===== config.mk =====
export PLATFORM = sky130hd
export DESIGN_NAME = firmware_upload_receiver_flat
export DESIGN_NICKNAME = d
export VERILOG_FILES = /design/src/sv/fwup_pkg.sv /design/src/sv/fwup_ifs.sv /design/src/sv/firmware_upload_receiver.sv /design/src/sv/fwup_in_stage.sv /design/src/sv/fwup_step.sv /design/src/sv/fwup_res_buf.sv /design/src/flat_wrapper.sv
export SDC_FILE = /design/constraint.sdc
export NUM_CORES = 1
export LEC_CHECK = 0
export ABC_AREA = 1
export CORE_AREA = 2 2 338 340
export CTS_CLUSTER_DIAMETER = 60
export CTS_CLUSTER_SIZE = 24
export DETAILED_ROUTE_END_ITERATION = 8
export DIE_AREA = 0 0 340 342
export DONT_BUFFER_PORTS = 1
export PLACE_DENSITY = 0.36
export SYNTH_ARGS = -nofsm -noshare
export SYNTH_HDL_FRONTEND = slang
export SYNTH_HIERARCHICAL = 1
export SYNTH_SLANG_ARGS = --single-unit

===== constraint.sdc =====
create_clock -name clk -period 20.6 [get_ports clk]
set_clock_uncertainty 0.05 [all_clocks]
set_input_delay 0 -clock clk [delete_from_list [all_inputs] [get_ports clk]]
set_output_delay 0 -clock clk [all_outputs]
set_load 0.1 [all_outputs]

===== src/sv/fwup_pkg.sv =====
`timescale 1ns / 1ps
package fwup_pkg;

  localparam int CHUNK_BYTES = 256;
  localparam int CHUNK_W     = $clog2(CHUNK_BYTES + 1);
  localparam int MAGIC_LEN   = 5;
  localparam int MAX_RES     = 3;
  localparam int CNT_W       = $clog2(MAX_RES + 1);

  localparam logic [31:0] CRC_POLY       = 32'hEDB88320;
  localparam logic [31:0] CRC_INIT       = 32'hFFFFFFFF;
  localparam logic [7:0]  ACK_MAGIC      = 8'hAA;
  localparam logic [7:0]  ACK_CHUNK      = 8'h55;
  localparam logic [15:0] TIMEOUT_RST    = 16'd15000;
  localparam logic [19:0] MAX_IMAGE_RST  = 20'd458752;
  localparam logic [31:0] IMAGE_BASE_RST = 32'h08010000;

  localparam logic [1:0] CFG_TIMEOUT    = 2'd0;
  localparam logic [1:0] CFG_MAX_IMAGE  = 2'd1;
  localparam logic [1:0] CFG_IMAGE_BASE = 2'd2;

  typedef enum logic [2:0] {
    PH_MAGIC,
    PH_SIZE,
    PH_CRC,
    PH_ERASE,
    PH_DATA,
    PH_DONE
  } phase_t;

  typedef enum logic [1:0] {
    CMD_BYTE,
    CMD_TICK,
    CMD_ERASE_RES,
    CMD_PROG_FAIL
  } cmd_t;

  typedef enum logic [1:0] {
    KIND_BYTE,
    KIND_ERASE,
    KIND_WRITE,
    KIND_DONE
  } kind_t;

  typedef enum logic [2:0] {
    ST_OK,
    ST_TIMEOUT,
    ST_BAD_MAGIC,
    ST_BAD_SIZE,
    ST_ERASE_FAIL,
    ST_PROG_FAIL,
    ST_CRC_MISMATCH
  } status_t;

  typedef struct packed {
    cmd_t       cmd;
    logic [7:0] rx_byte;
    logic       erase_ok;
  } item_t;

  typedef struct packed {
    kind_t       kind;
    logic [7:0]  tx_byte;
    logic [31:0] flash_addr;
    logic [31:0] flash_word;
    status_t     status;
  } res_t;

  typedef struct packed {
    res_t [MAX_RES-1:0] res;
    logic [CNT_W-1:0]   count;
  } grp_t;

  function automatic res_t mk_res(kind_t kind, logic [7:0] tx, logic [31:0] addr,
                                  logic [31:0] word, status_t st);
    res_t r;
    r.kind       = kind;
    r.tx_byte    = tx;
    r.flash_addr = addr;
    r.flash_word = word;
    r.status     = st;
    return r;
  endfunction

  function automatic logic [31:0] crc_byte(logic [31:0] c, logic [7:0] b);
    logic [31:0] x;
    x = c ^ {24'd0, b};
    for (int i = 0; i < 8; i++) begin
      x = x[0] ? ((x >> 1) ^ CRC_POLY) : (x >> 1);
    end
    return x;
  endfunction

  function automatic logic [7:0] magic_byte(logic [2:0] idx);
    logic [7:0] m;
    case (idx)
      3'd0: m = 8'h53;
      3'd1: m = 8'h54;
      3'd2: m = 8'h41;
      3'd3: m = 8'h52;
      3'd4: m = 8'h54;
      default: m = 8'h00;
    endcase
    return m;
  endfunction

endpackage


===== src/sv/fwup_ifs.sv =====
`timescale 1ns / 1ps
interface fwup_in_if;
  logic       valid;
  logic       ready;
  logic [1:0] cmd;
  logic [7:0] rx_byte;
  logic       erase_ok;

  modport source(output valid, cmd, rx_byte, erase_ok, input ready);
  modport sink(input valid, cmd, rx_byte, erase_ok, output ready);
endinterface

interface fwup_out_if;
  logic        valid;
  logic        ready;
  logic [1:0]  kind;
  logic [7:0]  tx_byte;
  logic [31:0] flash_addr;
  logic [31:0] flash_word;
  logic [2:0]  status;
  logic        last;

  modport source(output valid, kind, tx_byte, flash_addr, flash_word, status, last,
                 input ready);
  modport sink(input valid, kind, tx_byte, flash_addr, flash_word, status, last,
               output ready);
endinterface


===== src/sv/firmware_upload_receiver.sv =====
`timescale 1ns / 1ps
// channel  dir  beat payload
// item     in   cmd, rx_byte, erase_ok
// result   out  kind, tx_byte, flash_addr, flash_word, status, last
// cfg      in   cfg_we, cfg_index, cfg_data (write only)
//
// an item waits in the input register until the result buffer is free, then its
// results are loaded into the result buffer
// one item per cycle while each item gives at most one result and the sink is
// ready; an item with k results holds the single result port for k beats
// synchronous active-high reset, no clearing pass
// the input register takes a beat only while empty or advancing, so it stalls while results wait on a stalled sink
module firmware_upload_receiver (
  input  logic        clk,
  input  logic        rst,
  fwup_in_if.sink     item,
  fwup_out_if.source  result,
  input  logic        cfg_we,
  input  logic [1:0]  cfg_index,
  input  logic [31:0] cfg_data
);

  logic            iv;
  logic            free;
  logic            advance;
  fwup_pkg::item_t it;
  fwup_pkg::grp_t  grp;

  assign advance = iv && free;

  fwup_in_stage u_in (
    .clk     (clk),
    .rst     (rst),
    .item    (item),
    .advance (advance),
    .iv      (iv),
    .it      (it)
  );

  fwup_step u_step (
    .clk       (clk),
    .rst       (rst),
    .go        (advance),
    .it        (it),
    .cfg_we    (cfg_we),
    .cfg_index (cfg_index),
    .cfg_data  (cfg_data),
    .grp       (grp)
  );

  fwup_res_buf u_buf (
    .clk    (clk),
    .rst    (rst),
    .load   (advance),
    .grp_in (grp),
    .free   (free),
    .result (result)
  );

endmodule


===== src/sv/fwup_in_stage.sv =====
`timescale 1ns / 1ps
module fwup_in_stage (
  input  logic            clk,
  input  logic            rst,
  fwup_in_if.sink         item,
  input  logic            advance,
  output logic            iv,
  output fwup_pkg::item_t it
);

  logic take;

  assign item.ready = !iv || advance;
  assign take       = item.valid && item.ready;

  always_ff @(posedge clk) begin
    if (rst) begin
      iv <= 1'b0;
    end else if (take) begin
      iv <= 1'b1;
    end else if (advance) begin
      iv <= 1'b0;
    end
  end

  always_ff @(posedge clk) begin
    if (take) begin
      it.cmd      <= fwup_pkg::cmd_t'(item.cmd);
      it.rx_byte  <= item.rx_byte;
      it.erase_ok <= item.erase_ok;
    end
  end

endmodule


===== src/sv/fwup_step.sv =====
`timescale 1ns / 1ps
module fwup_step (
  input  logic            clk,
  input  logic            rst,
  input  logic            go,
  input  fwup_pkg::item_t it,
  input  logic            cfg_we,
  input  logic [1:0]      cfg_index,
  input  logic [31:0]     cfg_data,
  output fwup_pkg::grp_t  grp
);

  localparam int CW = fwup_pkg::CHUNK_W;

  logic [15:0] timeout_ticks;
  logic [19:0] max_image_bytes;
  logic [31:0] image_base;

  fwup_pkg::phase_t phase, phase_next;
  logic [2:0]    header_count, header_count_next;
  logic          magic_match, magic_match_next;
  logic [31:0]   image_size, image_size_next;
  logic [31:0]   expected_crc, expected_crc_next;
  logic [19:0]   bytes_left, bytes_left_next;
  logic [CW-1:0] chunk_left, chunk_left_next;
  logic [31:0]   running_crc, running_crc_next;
  logic [23:0]   word_buffer, word_buffer_next;
  logic [1:0]    byte_lane, byte_lane_next;
  logic [31:0]   write_addr, write_addr_next;
  logic [15:0]   timeout_count, timeout_count_next;

  logic [fwup_pkg::CNT_W-1:0] n;
  logic [7:0]                 b;
  logic                       mm;
  logic [31:0]                pad_word;

  always_ff @(posedge clk) begin
    if (rst) begin
      timeout_ticks   <= fwup_pkg::TIMEOUT_RST;
      max_image_bytes <= fwup_pkg::MAX_IMAGE_RST;
      image_base      <= fwup_pkg::IMAGE_BASE_RST;
    end else if (cfg_we) begin
      case (cfg_index)
        fwup_pkg::CFG_TIMEOUT:    timeout_ticks   <= cfg_data[15:0];
        fwup_pkg::CFG_MAX_IMAGE:  max_image_bytes <= cfg_data[19:0];
        fwup_pkg::CFG_IMAGE_BASE: image_base      <= cfg_data;
        default: ;
      endcase
    end
  end

  always_ff @(posedge clk) begin
    if (rst) begin
      phase         <= fwup_pkg::PH_MAGIC;
      header_count  <= '0;
      magic_match   <= 1'b1;
      image_size    <= '0;
      expected_crc  <= '0;
      bytes_left    <= '0;
      chunk_left    <= '0;
      running_crc   <= fwup_pkg::CRC_INIT;
      word_buffer   <= '0;
      byte_lane     <= '0;
      write_addr    <= fwup_pkg::IMAGE_BASE_RST;
      timeout_count <= '0;
    end else if (go) begin
      phase         <= phase_next;
      header_count  <= header_count_next;
      magic_match   <= magic_match_next;
      image_size    <= image_size_next;
      expected_crc  <= expected_crc_next;
      bytes_left    <= bytes_left_next;
      chunk_left    <= chunk_left_next;
      running_crc   <= running_crc_next;
      word_buffer   <= word_buffer_next;
      byte_lane     <= byte_lane_next;
      write_addr    <= write_addr_next;
      timeout_count <= timeout_count_next;
    end
  end

  always_comb begin
    phase_next         = phase;
    header_count_next  = header_count;
    magic_match_next   = magic_match;
    image_size_next    = image_size;
    expected_crc_next  = expected_crc;
    bytes_left_next    = bytes_left;
    chunk_left_next    = chunk_left;
    running_crc_next   = running_crc;
    word_buffer_next   = word_buffer;
    byte_lane_next     = byte_lane;
    write_addr_next    = write_addr;
    timeout_count_next = timeout_count;
    grp                = '0;
    n                  = '0;
    b                  = it.rx_byte;
    mm                 = magic_match;
    pad_word           = '0;

    case (phase)
      fwup_pkg::PH_MAGIC, fwup_pkg::PH_SIZE, fwup_pkg::PH_CRC, fwup_pkg::PH_DATA: begin
        case (it.cmd)
          fwup_pkg::CMD_BYTE: begin
            if (phase == fwup_pkg::PH_DATA) begin
              if (byte_lane == 2'd3) begin
                grp.res[n] = fwup_pkg::mk_res(fwup_pkg::KIND_WRITE, 8'd0, write_addr_next,
                                              {b, word_buffer}, fwup_pkg::ST_OK);
                n = n + 1'b1;
                write_addr_next  = write_addr_next + 32'd4;
                word_buffer_next = '0;
                byte_lane_next   = '0;
              end else begin
                case (byte_lane)
                  2'd0:    word_buffer_next = {word_buffer[23:8], b};
                  2'd1:    word_buffer_next = {word_buffer[23:16], b, word_buffer[7:0]};
                  default: word_buffer_next = {b, word_buffer[15:0]};
                endcase
                byte_lane_next = byte_lane + 2'd1;
              end
              running_crc_next = fwup_pkg::crc_byte(running_crc, b);
              if (bytes_left != '0) bytes_left_next = bytes_left - 20'd1;
              if (chunk_left != '0) chunk_left_next = chunk_left - 1'b1;
              if (chunk_left_next == '0) begin
                if (byte_lane_next != 2'd0) begin
                  case (byte_lane_next)
                    2'd1:    pad_word = {24'hFFFFFF, word_buffer_next[7:0]};
                    2'd2:    pad_word = {16'hFFFF, word_buffer_next[15:0]};
                    default: pad_word = {8'hFF, word_buffer_next[23:0]};
                  endcase
                  grp.res[n] = fwup_pkg::mk_res(fwup_pkg::KIND_WRITE, 8'd0, write_addr_next,
                                                pad_word, fwup_pkg::ST_OK);
                  n = n + 1'b1;
                  write_addr_next  = write_addr_next + 32'd4;
                  word_buffer_next = '0;
                  byte_lane_next   = '0;
                end
                grp.res[n] = fwup_pkg::mk_res(fwup_pkg::KIND_BYTE, fwup_pkg::ACK_CHUNK, 32'd0,
                                              32'd0, fwup_pkg::ST_OK);
                n = n + 1'b1;
                if (bytes_left_next == '0) begin
                  grp.res[n] = fwup_pkg::mk_res(fwup_pkg::KIND_DONE, 8'd0, 32'd0, 32'd0,
                                 (~running_crc_next == expected_crc) ?
                                 fwup_pkg::ST_OK : fwup_pkg::ST_CRC_MISMATCH);
                  n = n + 1'b1;
                  phase_next = fwup_pkg::PH_DONE;
                end else begin
                  chunk_left_next = (bytes_left_next > 20'(fwup_pkg::CHUNK_BYTES)) ?
                                    CW'(fwup_pkg::CHUNK_BYTES) : CW'(bytes_left_next);
                  timeout_count_next = '0;
                end
              end
            end else if (phase == fwup_pkg::PH_MAGIC) begin
              if (b != fwup_pkg::magic_byte(header_count)) mm = 1'b0;
              magic_match_next = mm;
              if (header_count >= 3'(fwup_pkg::MAGIC_LEN - 1)) begin
                if (mm) begin
                  grp.res[n] = fwup_pkg::mk_res(fwup_pkg::KIND_BYTE, fwup_pkg::ACK_MAGIC,
                                                32'd0, 32'd0, fwup_pkg::ST_OK);
                  n = n + 1'b1;
                  phase_next         = fwup_pkg::PH_SIZE;
                  header_count_next  = '0;
                  timeout_count_next = '0;
                end else begin
                  grp.res[n] = fwup_pkg::mk_res(fwup_pkg::KIND_DONE, 8'd0, 32'd0, 32'd0,
                                                fwup_pkg::ST_BAD_MAGIC);
                  n = n + 1'b1;
                  phase_next = fwup_pkg::PH_DONE;
                end
              end else begin
                header_count_next = header_count + 3'd1;
              end
            end else begin
              if (phase == fwup_pkg::PH_SIZE) begin
                image_size_next = {b, image_size[31:8]};
              end else begin
                expected_crc_next = {b, expected_crc[31:8]};
              end
              if (header_count >= 3'd3) begin
                header_count_next  = '0;
                timeout_count_next = '0;
                if (phase == fwup_pkg::PH_SIZE) begin
                  phase_next = fwup_pkg::PH_CRC;
                end else if (image_size == '0 || image_size > {12'd0, max_image_bytes}) begin
                  grp.res[n] = fwup_pkg::mk_res(fwup_pkg::KIND_DONE, 8'd0, 32'd0, 32'd0,
                                                fwup_pkg::ST_BAD_SIZE);
                  n = n + 1'b1;
                  phase_next = fwup_pkg::PH_DONE;
                end else begin
                  grp.res[n] = fwup_pkg::mk_res(fwup_pkg::KIND_ERASE, 8'd0, 32'd0, 32'd0,
                                                fwup_pkg::ST_OK);
                  n = n + 1'b1;
                  phase_next = fwup_pkg::PH_ERASE;
                end
              end else begin
                header_count_next = header_count + 3'd1;
              end
            end
          end
          fwup_pkg::CMD_TICK: begin
            if (timeout_count != 16'hFFFF) timeout_count_next = timeout_count + 16'd1;
            if (timeout_count_next >= timeout_ticks) begin
              grp.res[n] = fwup_pkg::mk_res(fwup_pkg::KIND_DONE, 8'd0, 32'd0, 32'd0,
                                            fwup_pkg::ST_TIMEOUT);
              n = n + 1'b1;
              phase_next = fwup_pkg::PH_DONE;
            end
          end
          fwup_pkg::CMD_PROG_FAIL: begin
            if (phase == fwup_pkg::PH_DATA) begin
              grp.res[n] = fwup_pkg::mk_res(fwup_pkg::KIND_DONE, 8'd0, 32'd0, 32'd0,
                                            fwup_pkg::ST_PROG_FAIL);
              n = n + 1'b1;
              phase_next = fwup_pkg::PH_DONE;
            end
          end
          default: ;
        endcase
      end
      fwup_pkg::PH_ERASE: begin
        if (it.cmd == fwup_pkg::CMD_ERASE_RES) begin
          if (it.erase_ok) begin
            phase_next         = fwup_pkg::PH_DATA;
            bytes_left_next    = image_size[19:0];
            running_crc_next   = fwup_pkg::CRC_INIT;
            word_buffer_next   = '0;
            byte_lane_next     = '0;
            write_addr_next    = image_base;
            chunk_left_next    = (image_size[19:0] > 20'(fwup_pkg::CHUNK_BYTES)) ?
                                 CW'(fwup_pkg::CHUNK_BYTES) : CW'(image_size[19:0]);
            timeout_count_next = '0;
            if (image_size[19:0] == '0) begin
              grp.res[n] = fwup_pkg::mk_res(fwup_pkg::KIND_DONE, 8'd0, 32'd0, 32'd0,
                                            fwup_pkg::ST_BAD_SIZE);
              n = n + 1'b1;
              phase_next = fwup_pkg::PH_DONE;
            end
          end else begin
            grp.res[n] = fwup_pkg::mk_res(fwup_pkg::KIND_DONE, 8'd0, 32'd0, 32'd0,
                                          fwup_pkg::ST_ERASE_FAIL);
            n = n + 1'b1;
            phase_next = fwup_pkg::PH_DONE;
          end
        end
      end
      default: ;
    endcase

    grp.count = n;
  end

endmodule


===== src/sv/fwup_res_buf.sv =====
`timescale 1ns / 1ps
module fwup_res_buf (
  input  logic           clk,
  input  logic           rst,
  input  logic           load,
  input  fwup_pkg::grp_t grp_in,
  output logic           free,
  fwup_out_if.source     result
);

  localparam int CW = fwup_pkg::CNT_W;

  fwup_pkg::res_t [fwup_pkg::MAX_RES-1:0] res;
  logic [CW-1:0] count;
  logic [CW-1:0] idx;
  logic          last;
  logic          pop;
  fwup_pkg::res_t cur;

  assign cur  = res[idx[$clog2(fwup_pkg::MAX_RES)-1:0]];
  assign last = (idx == count - 1'b1);
  assign pop  = result.valid && result.ready;
  assign free = (count == '0) || (pop && last);

  always_ff @(posedge clk) begin
    if (rst) begin
      count <= '0;
      idx   <= '0;
    end else if (load) begin
      count <= grp_in.count;
      idx   <= '0;
    end else if (pop) begin
      if (last) begin
        count <= '0;
        idx   <= '0;
      end else begin
        idx <= idx + 1'b1;
      end
    end
  end

  always_ff @(posedge clk) begin
    if (load) begin
      res <= grp_in.res;
    end
  end

  assign result.valid      = (count != '0);
  assign result.kind       = cur.kind;
  assign result.tx_byte    = cur.tx_byte;
  assign result.flash_addr = cur.flash_addr;
  assign result.flash_word = cur.flash_word;
  assign result.status     = cur.status;
  assign result.last       = last;

endmodule

===== src/flat_wrapper.sv =====
// flat-port wrapper written by rule: the top's interface ports become plain ports
module firmware_upload_receiver_flat 
  (clk, rst, cfg_we, cfg_index, cfg_data, item_valid, item_cmd, item_rx_byte, item_erase_ok, item_ready, result_valid, result_kind, result_tx_byte, result_flash_addr, result_flash_word, result_status, result_last, result_ready);
  fwup_in_if item_i ();
  fwup_out_if result_i ();
  input  logic clk;
  input  logic rst;
  input  logic cfg_we;
  input  logic [1:0] cfg_index;
  input  logic [31:0] cfg_data;
  input wire logic [$bits(item_i.valid)-1:0] item_valid;
  input wire logic [$bits(item_i.cmd)-1:0] item_cmd;
  input wire logic [$bits(item_i.rx_byte)-1:0] item_rx_byte;
  input wire logic [$bits(item_i.erase_ok)-1:0] item_erase_ok;
  output wire logic [$bits(item_i.ready)-1:0] item_ready;
  output wire logic [$bits(result_i.valid)-1:0] result_valid;
  output wire logic [$bits(result_i.kind)-1:0] result_kind;
  output wire logic [$bits(result_i.tx_byte)-1:0] result_tx_byte;
  output wire logic [$bits(result_i.flash_addr)-1:0] result_flash_addr;
  output wire logic [$bits(result_i.flash_word)-1:0] result_flash_word;
  output wire logic [$bits(result_i.status)-1:0] result_status;
  output wire logic [$bits(result_i.last)-1:0] result_last;
  input wire logic [$bits(result_i.ready)-1:0] result_ready;
  assign item_i.valid = item_valid;
  assign item_i.cmd = item_cmd;
  assign item_i.rx_byte = item_rx_byte;
  assign item_i.erase_ok = item_erase_ok;
  assign item_ready = item_i.ready;
  assign result_valid = result_i.valid;
  assign result_kind = result_i.kind;
  assign result_tx_byte = result_i.tx_byte;
  assign result_flash_addr = result_i.flash_addr;
  assign result_flash_word = result_i.flash_word;
  assign result_status = result_i.status;
  assign result_last = result_i.last;
  assign result_i.ready = result_ready;
  firmware_upload_receiver u_core (.clk(clk), .rst(rst), .item(item_i), .result(result_i), .cfg_we(cfg_we), .cfg_index(cfg_index), .cfg_data(cfg_data));
endmodule

Word-level counts from Yosys, hierarchy flattened
Cells that the tools add are included.
{ "word_totals": {"ff_bits": 521, "latchBits": 0, "mem_bits_rw": 0, "mem_bits_ro": 0, "word_cells": 338, "memories": 0} }
{ "classes": {"addsub": 12, "multipliers": 0, "div_mod_pow": 0, "n_lt_le_gt_ge": 13, "eq_ne": 36, "shift": 0, "mux": 181, "bitwise_logic": 16, "n_reduce_logical": 44} }
{ "ops": {"columns": ["op", "count"], "rows": [
  ["77-bit two-way mux", 21],
  ["231-bit two-way mux", 6],
  ["32-bit two-way mux", 27],
  ["231-bit bitwise mux", 2],
  ["77-bit demux with 2-bit select", 3],
  ["77-bit one-hot mux with 3 select lines", 1],
  ["219-bit AND", 1],
  ["219-bit NOT", 1],
  ["16-bit two-way mux", 12],
  ["24-bit two-way mux", 7],
  ["20-bit two-way mux", 8],
  ["77-bit binary-select mux with 2-bit select", 1],
  ["77-bit one-hot mux with 2 select lines", 1],
  ["24-bit one-hot mux with 2 select lines", 3],
  ["32-bit one-hot mux with 2 select lines", 2],
  ["13-bit NOT with 14-bit output", 8],
  ["9-bit two-way mux", 12],
  ["32-bit by 3-bit adder with 32-bit output (second input constant)", 2],
  ["16-bit one-hot mux with 2 select lines", 2],
  ["2-bit two-way mux", 27],
  ["3-bit two-way mux", 18],
  ["20-bit by 9-bit greater-than comparator with 1-bit output (second input constant)", 2],
  ["20-bit logical NOT", 2],
  ["20-bit one-hot mux with 2 select lines", 1],
  ["57 further kinds", 132]
]} }

Longest topological paths before layout
{ "logic_depth": {"depth_word": 26, "mapped_depth": 24, "mapped_depth_nobuf": 23} }

Cells and area by module
Netlist, hierarchy kept.
{ "by_module_without_submodules": {"columns": ["module", "instances", "cells_each", "area_per_inst_um2"], "rows": [
  ["fwup_step", 1, 2888, 18686.7],
  ["fwup_res_buf", 1, 622, 8874.8],
  ["fwup_in_stage", 1, 17, 377.9],
  ["firmware_upload_receiver", 1, 2, 7.5]
]} }

Worst setup path before layout
Ideal clock, no wire load.
{ "synth_timing": {"path_type": "reg-to-reg", "from": "reg u_core.u_buf.count[0]", "to": "reg u_core.u_step.image_size[23]", "setup_time_ns": 0.116, "arrival_time_ns": 7.750, "slack_ns": 12.684, "stages_incl_launch_ff": 18, "path_buffers": 1, "period_less_slack_ns": 7.916, "path_cell_list": "dfxtp_1 -> inv_1 -> ha_1 -> inv_1 -> nand2_1 -> inv_1 -> nand3_2 -> nand2_1 -> nand2_1 -> inv_1 -> inv_1 -> nor2_1 -> inv_1 -> nor2_2 -> clkinv_1 -> clkbuf_1 -> nor2_1 -> nor2_1"} }
{ "synth_between": {"elab_chain_cells": 6, "elab_cells_between_ends": 9, "classes_between": "add/sub (1); eq/ne (1); reduce/logical (7)"} }
{ "synth_rtl": {"columns": ["item", "line", "text"], "rows": [
  ["start, declared", "fwup_res_buf.sv:14", "logic [CW-1:0] count;"],
  ["start signal, assigned", "fwup_res_buf.sv:30", "count <= grp_in.count;"],
  ["2-bit nonzero test", "fwup_res_buf.sv:48", "assign result.valid = (count != '0);"],
  ["via result_valid", "flat_wrapper.sv:16", "output wire logic [$bits(result_i.valid)-1:0] result_valid;"],
  ["1-bit logical AND", "fwup_res_buf.sv:22", "assign pop = result.valid && result.ready;"],
  ["1-bit logical AND", "fwup_res_buf.sv:23", "assign free = (count == '0) || (pop && last);"],
  ["1-bit logical OR", "fwup_res_buf.sv:23", null],
  ["via u_core.free", "firmware_upload_receiver.sv:24", "logic free;"],
  ["1-bit logical AND", "firmware_upload_receiver.sv:29", "assign advance = iv && free;"],
  ["via u_core.advance", "firmware_upload_receiver.sv:25", "logic advance;"],
  ["6-bit AND reduction (no source line)", null, null],
  ["end signal, assigned", "fwup_step.sv:70", "image_size <= image_size_next;"],
  ["end, declared", "fwup_step.sv:22", "logic [31:0] image_size, image_size_next;"]
]} }
The timed path passes the listed nets, and every way through them passes these cells.
A chain may end at the register's enable or synchronous reset.

Final worst setup path
{ "layout_timing": {"from": "reg u_core.u_buf.count[0]", "to": "reg u_core.u_step.word_buffer[22]"} }
{ "layout_between": {"elab_chain_cells": 6, "elab_cells_between_ends": 9, "classes_between": "add/sub (1); eq/ne (1); reduce/logical (7)"} }
{ "layout_rtl": {"columns": ["item", "line", "text"], "rows": [
  ["2-bit nonzero test", "fwup_res_buf.sv:48", null],
  ["via result_valid", "flat_wrapper.sv:16", null],
  ["1-bit logical AND", "fwup_res_buf.sv:22", null],
  ["1-bit logical AND", "fwup_res_buf.sv:23", null],
  ["1-bit logical OR", "fwup_res_buf.sv:23", null],
  ["via u_core.free", "firmware_upload_receiver.sv:24", null],
  ["1-bit logical AND", "firmware_upload_receiver.sv:29", null],
  ["via u_core.advance", "firmware_upload_receiver.sv:25", null],
  ["6-bit AND reduction (no source line)", null, null],
  ["end signal, assigned", "fwup_step.sv:75", "word_buffer <= word_buffer_next;"],
  ["end, declared", "fwup_step.sv:27", "logic [23:0] word_buffer, word_buffer_next;"]
]} }
The timed path passes the listed nets, and every way through them passes these cells.

==> run_results.csv <==
group,metric,value,unit
run_status,outcome,"finished, final reports clean",
cells_and_area,post-route-util,0.291,
setup_path,critPathMaxStageDelay,980,ps
synth,yosys-top-cells-area,"edfxtp_1 26%, dfxtp_1 20%, nand2_1 9.3%",
setup_path,r2r-start,"u_core/u_buf/count[0]",
sta,grt_setup_unrepaired,"false",
route,ant_nets,0,
min_path,min-delay-start,"cfg_data[27]",
route,post-route-drc-count,0,
synth,ys_ff_latch,521,
setup_path,r2r_end,"u_core/u_step/word_buffer[22]",
global_routing,grt_start_max_net_pins,104,
min_path,hold_class,"input pin to flip-flop",
cells_and_area,syn_to_final_growth,17.8,%
setup_path,crit_start,"u_core/u_buf/count[0]",
synth,syn_inst,3529,
global_routing,antenna_found_initial,18,
global_routing,overflow,0,
sta,min_period,5750,ps
synth,synth_top_area_cell,"edfxtp_1",
clocking,clkTransAtPathRegs,70,ps
clocking,cts-buffers-inserted,77,
global_routing,grt_pass1_wl,136000,um
synth,async_reset_ff_frac,0,
route,drt_iter0_drc,1369,
setup_path,start_kind,"flip-flop",
sta,slew_violations,0,
synth,synth_area,27900,um^2
setup_path,ff2ff_path_depth,20,
synth,synth.yosys.seq_area_share,0.460,
sta,holdWs,121,ps
sta,fmax,174,MHz
sta,slew-limit-headroom,0.211,
die,die_w,340,um
cells_and_area,fillers,12100,
power_and_ir_drop,cellPowerDensity,92.5,nW/um^2
setup_path,path_cells,"inv_1 -> ha_1 -> inv_1 -> nand2_1 -> inv_1 -> nand3_2 -> nand2_1 -> nand2_1 -> inv_8 -> inv_1 -> nor2_1 -> o211ai_4 -> buf_12 -> nor2_2 -> buf_4 -> inv_2 -> nor2_2 -> inv_2 -> or2_1 -> a21oi_1",
setup_path,cp.required,21140,ps
clocking,cts_buffer_depth,3,
setup_path,end_kind,"flip-flop",
clocking,numClockSinks,521,
die,start_util,0.247,
route,dr.pass1.iters,5,
clocking,cts-root-buf,"clkbuf_16",
power_and_ir_drop,fin_total_pwr,3050,uW
die,row_count,124,
cells_and_area,final_common_cell,"nand2_1",
placement,post-place-cells,4915,
cells_and_area,multi_input_area,12900,um^2
setup_path,r2r_slack,14850,ps
min_path,whs_path_depth,3,
setup_path,cpMostUsedCell,"inv_1",
clocking,cts_tree,"yes",
synth,ys.flop_type,"dfxtp_1",
setup_path,crit_arrival,6300,ps
power_and_ir_drop,p_leak,0.0130,uW
cells_and_area,final-seq-area,12900,um^2
sta,hold_viol,0,
synth,yosysUniqueCellTypes,59,
global_routing,grt_pass1_vias,21700,
clocking,htreeDepth,3,
min_path,holdPathEnd,"u_core/u_step/image_base[27]",
global_routing,grt_use_total,0.151,
clocking,worstSkewPairLatency,660,ps
placement,post-dp-hpwl,60700,um
cells_and_area,final_cell_mix,"694 x nand2_1, 412 x nor2_1, 307 x o21ai_0, 284 x inv_1, 277 x dfxtp_1",
setup_path,crit_type,"flip-flop to flip-flop",
die,core,113000,um^2
synth,synth_edf_count,242,
placement,gp_congestion,0.806,
synth,syn_avg_cell_area,7.92,um^2
die,io-pin-count,130,
synth,yosys_warnings,6,
cells_and_area,fin_nets,3667,
route,routedWlPerCell,17.2,um
route,num_vias,22400,
route,finalWirelength,88800,um
placement,numPortBuffers,0,
cells_and_area,drive_above_1_share,0.104,
sta,finalCritPeriodShare,0.279,
sta,tns,0,ps
setup_path,cpLargestDelayFamily,"buffers and inverters",
setup_path,critPathMaxFanout,103,
power_and_ir_drop,ir_drop,0.0604,mV
sta,tightest_slew,1180,ps
synth,synth_top_area_frac,0.260,
setup_path,crit_slowest_cell,"nor2_2",
cells_and_area,layout.cells.non_filler,5149,
die,floorplan.die_area,116000,um^2
setup_path,cp_num_buf_inv,9,
die,die_y,342,um
flow_run,cap_viol_max_count,0,
route,routed_via_density,4.36,
sta,setup_viol,0,
## cells by family after synthesis
| family | share of synthesized area |
|---|---|
| AO/OA/AOI/OAI | 0.136 |
| XOR/XNOR | 0.0370 |
| adder cells (fa/ha/maj) | 0.0233 |
| buffers and inverters | 0.111 |
| flip-flops | 0.460 |
| other | 0.000134 |
| AND/OR/NAND/NOR | 0.233 |
## how the worst max path moves through the flow
stage	depth (start not counted)	slack [ps]	end
floorplan	17	12680	u_core/u_step/image_size[23]
CTS	20	14730	u_core/u_step/word_buffer[22]
finish	20	14850	u_core/u_step/word_buffer[22]
detailed placement	20	14750	u_core/u_step/word_buffer[22]
global placement	20	14780	u_core/u_step/word_buffer[22]
global route	20	14310	u_core/u_step/word_buffer[22]
## per-stage QoR
step / worst slack (ps) / instance area, um^2
finish: 14850 / 32900
global route: 14310 / 32900
CTS: 14730 / 32900
detailed placement: 14750 / 29100
global placement: 14780 / 29100
floorplan: 12680 / 28500
## Yosys cell counts, types with 23 or more instances
cell type,number
inv_2,23
buf_2,25
xor2_1,82
o21ai_0,312
nand3_1,223
ha_1,52
a21oi_1,225
o21ai_1,85
edfxtp_1,242
nor2_1,413
nand2_1,694
buf_4,169
nor3_1,30
o22ai_1,41
nand4_1,45
dfxtp_1,279
inv_1,286
clkbuf_1,99
## state kept, by name, indices dropped and copies added, names as in the netlist
register / count
u_core/u_step/header_count: 3
u_core/u_step/write_addr: 32
u_core/u_buf/res: 231
u_core/u_step/max_image_bytes: 20
u_core/u_in/iv: 1
u_core/u_step/timeout_ticks: 16
u_core/u_buf/count: 2
u_core/u_step/magic_match: 1
u_core/u_in/it: 11
u_core/u_step/image_base: 32
u_core/u_step/running_crc: 32
u_core/u_step/word_buffer: 24
u_core/u_step/byte_lane: 2
u_core/u_step/expected_crc: 32
u_core/u_buf/idx: 2
u_core/u_step/bytes_left: 20
u_core/u_step/timeout_count: 16
u_core/u_step/chunk_left: 9
u_core/u_step/image_size: 32
u_core/u_step/phase: 3
## repair_timing
item / in CTS / in global routing
setup buffers: 0 / 0
hold buffers: 83 / 0
resized for setup: 0 / 0
hold endpoints to repair: 240 / 0
## metal layers
metal | routed length, um | vias to the layer above | GRT usage
met4 | 1580 | 20 | 0.0394
met2 | 38400 | 362 | 0.229
met5 | 132 | - | 0
met1 | 45100 | 10400 | 0.221
met3 | 3560 | 111 | 0.0255
li1 | - | 11500 | -
## worst register-to-register path: cells and delay by family, from the launching register on
kind                     cells  cell delay [ps]
AND/OR/NAND/NOR              8             2180
buffers and inverters        9             2720
adder cells (fa/ha/maj)      1              190
flip-flops                   1              340
AO/OA/AOI/OAI                2              230
## area by class of cell
cell class	instances	share of cell area
Antenna cell	7	0.000532
Clock buffer	85	0.0626
Clock inverter	59	0.0274
Inverter	316	0.0365
Multi-Input combinational cell	2530	0.391
Sequential cell	521	0.390
Tap cell	1512	0.0575
Timing Repair Buffer	119	0.0344
## power breakdown
group	switching, uW	internal (uW)	total (uW)	leakage (uW)
registers	17.4	1130	1140	0.00458
logic	300	93.1	393	0.00702
clock network	588	923	1510	0.00143
total	905	2140	3050	0.0130
Power figures use the tool's default switching activity.
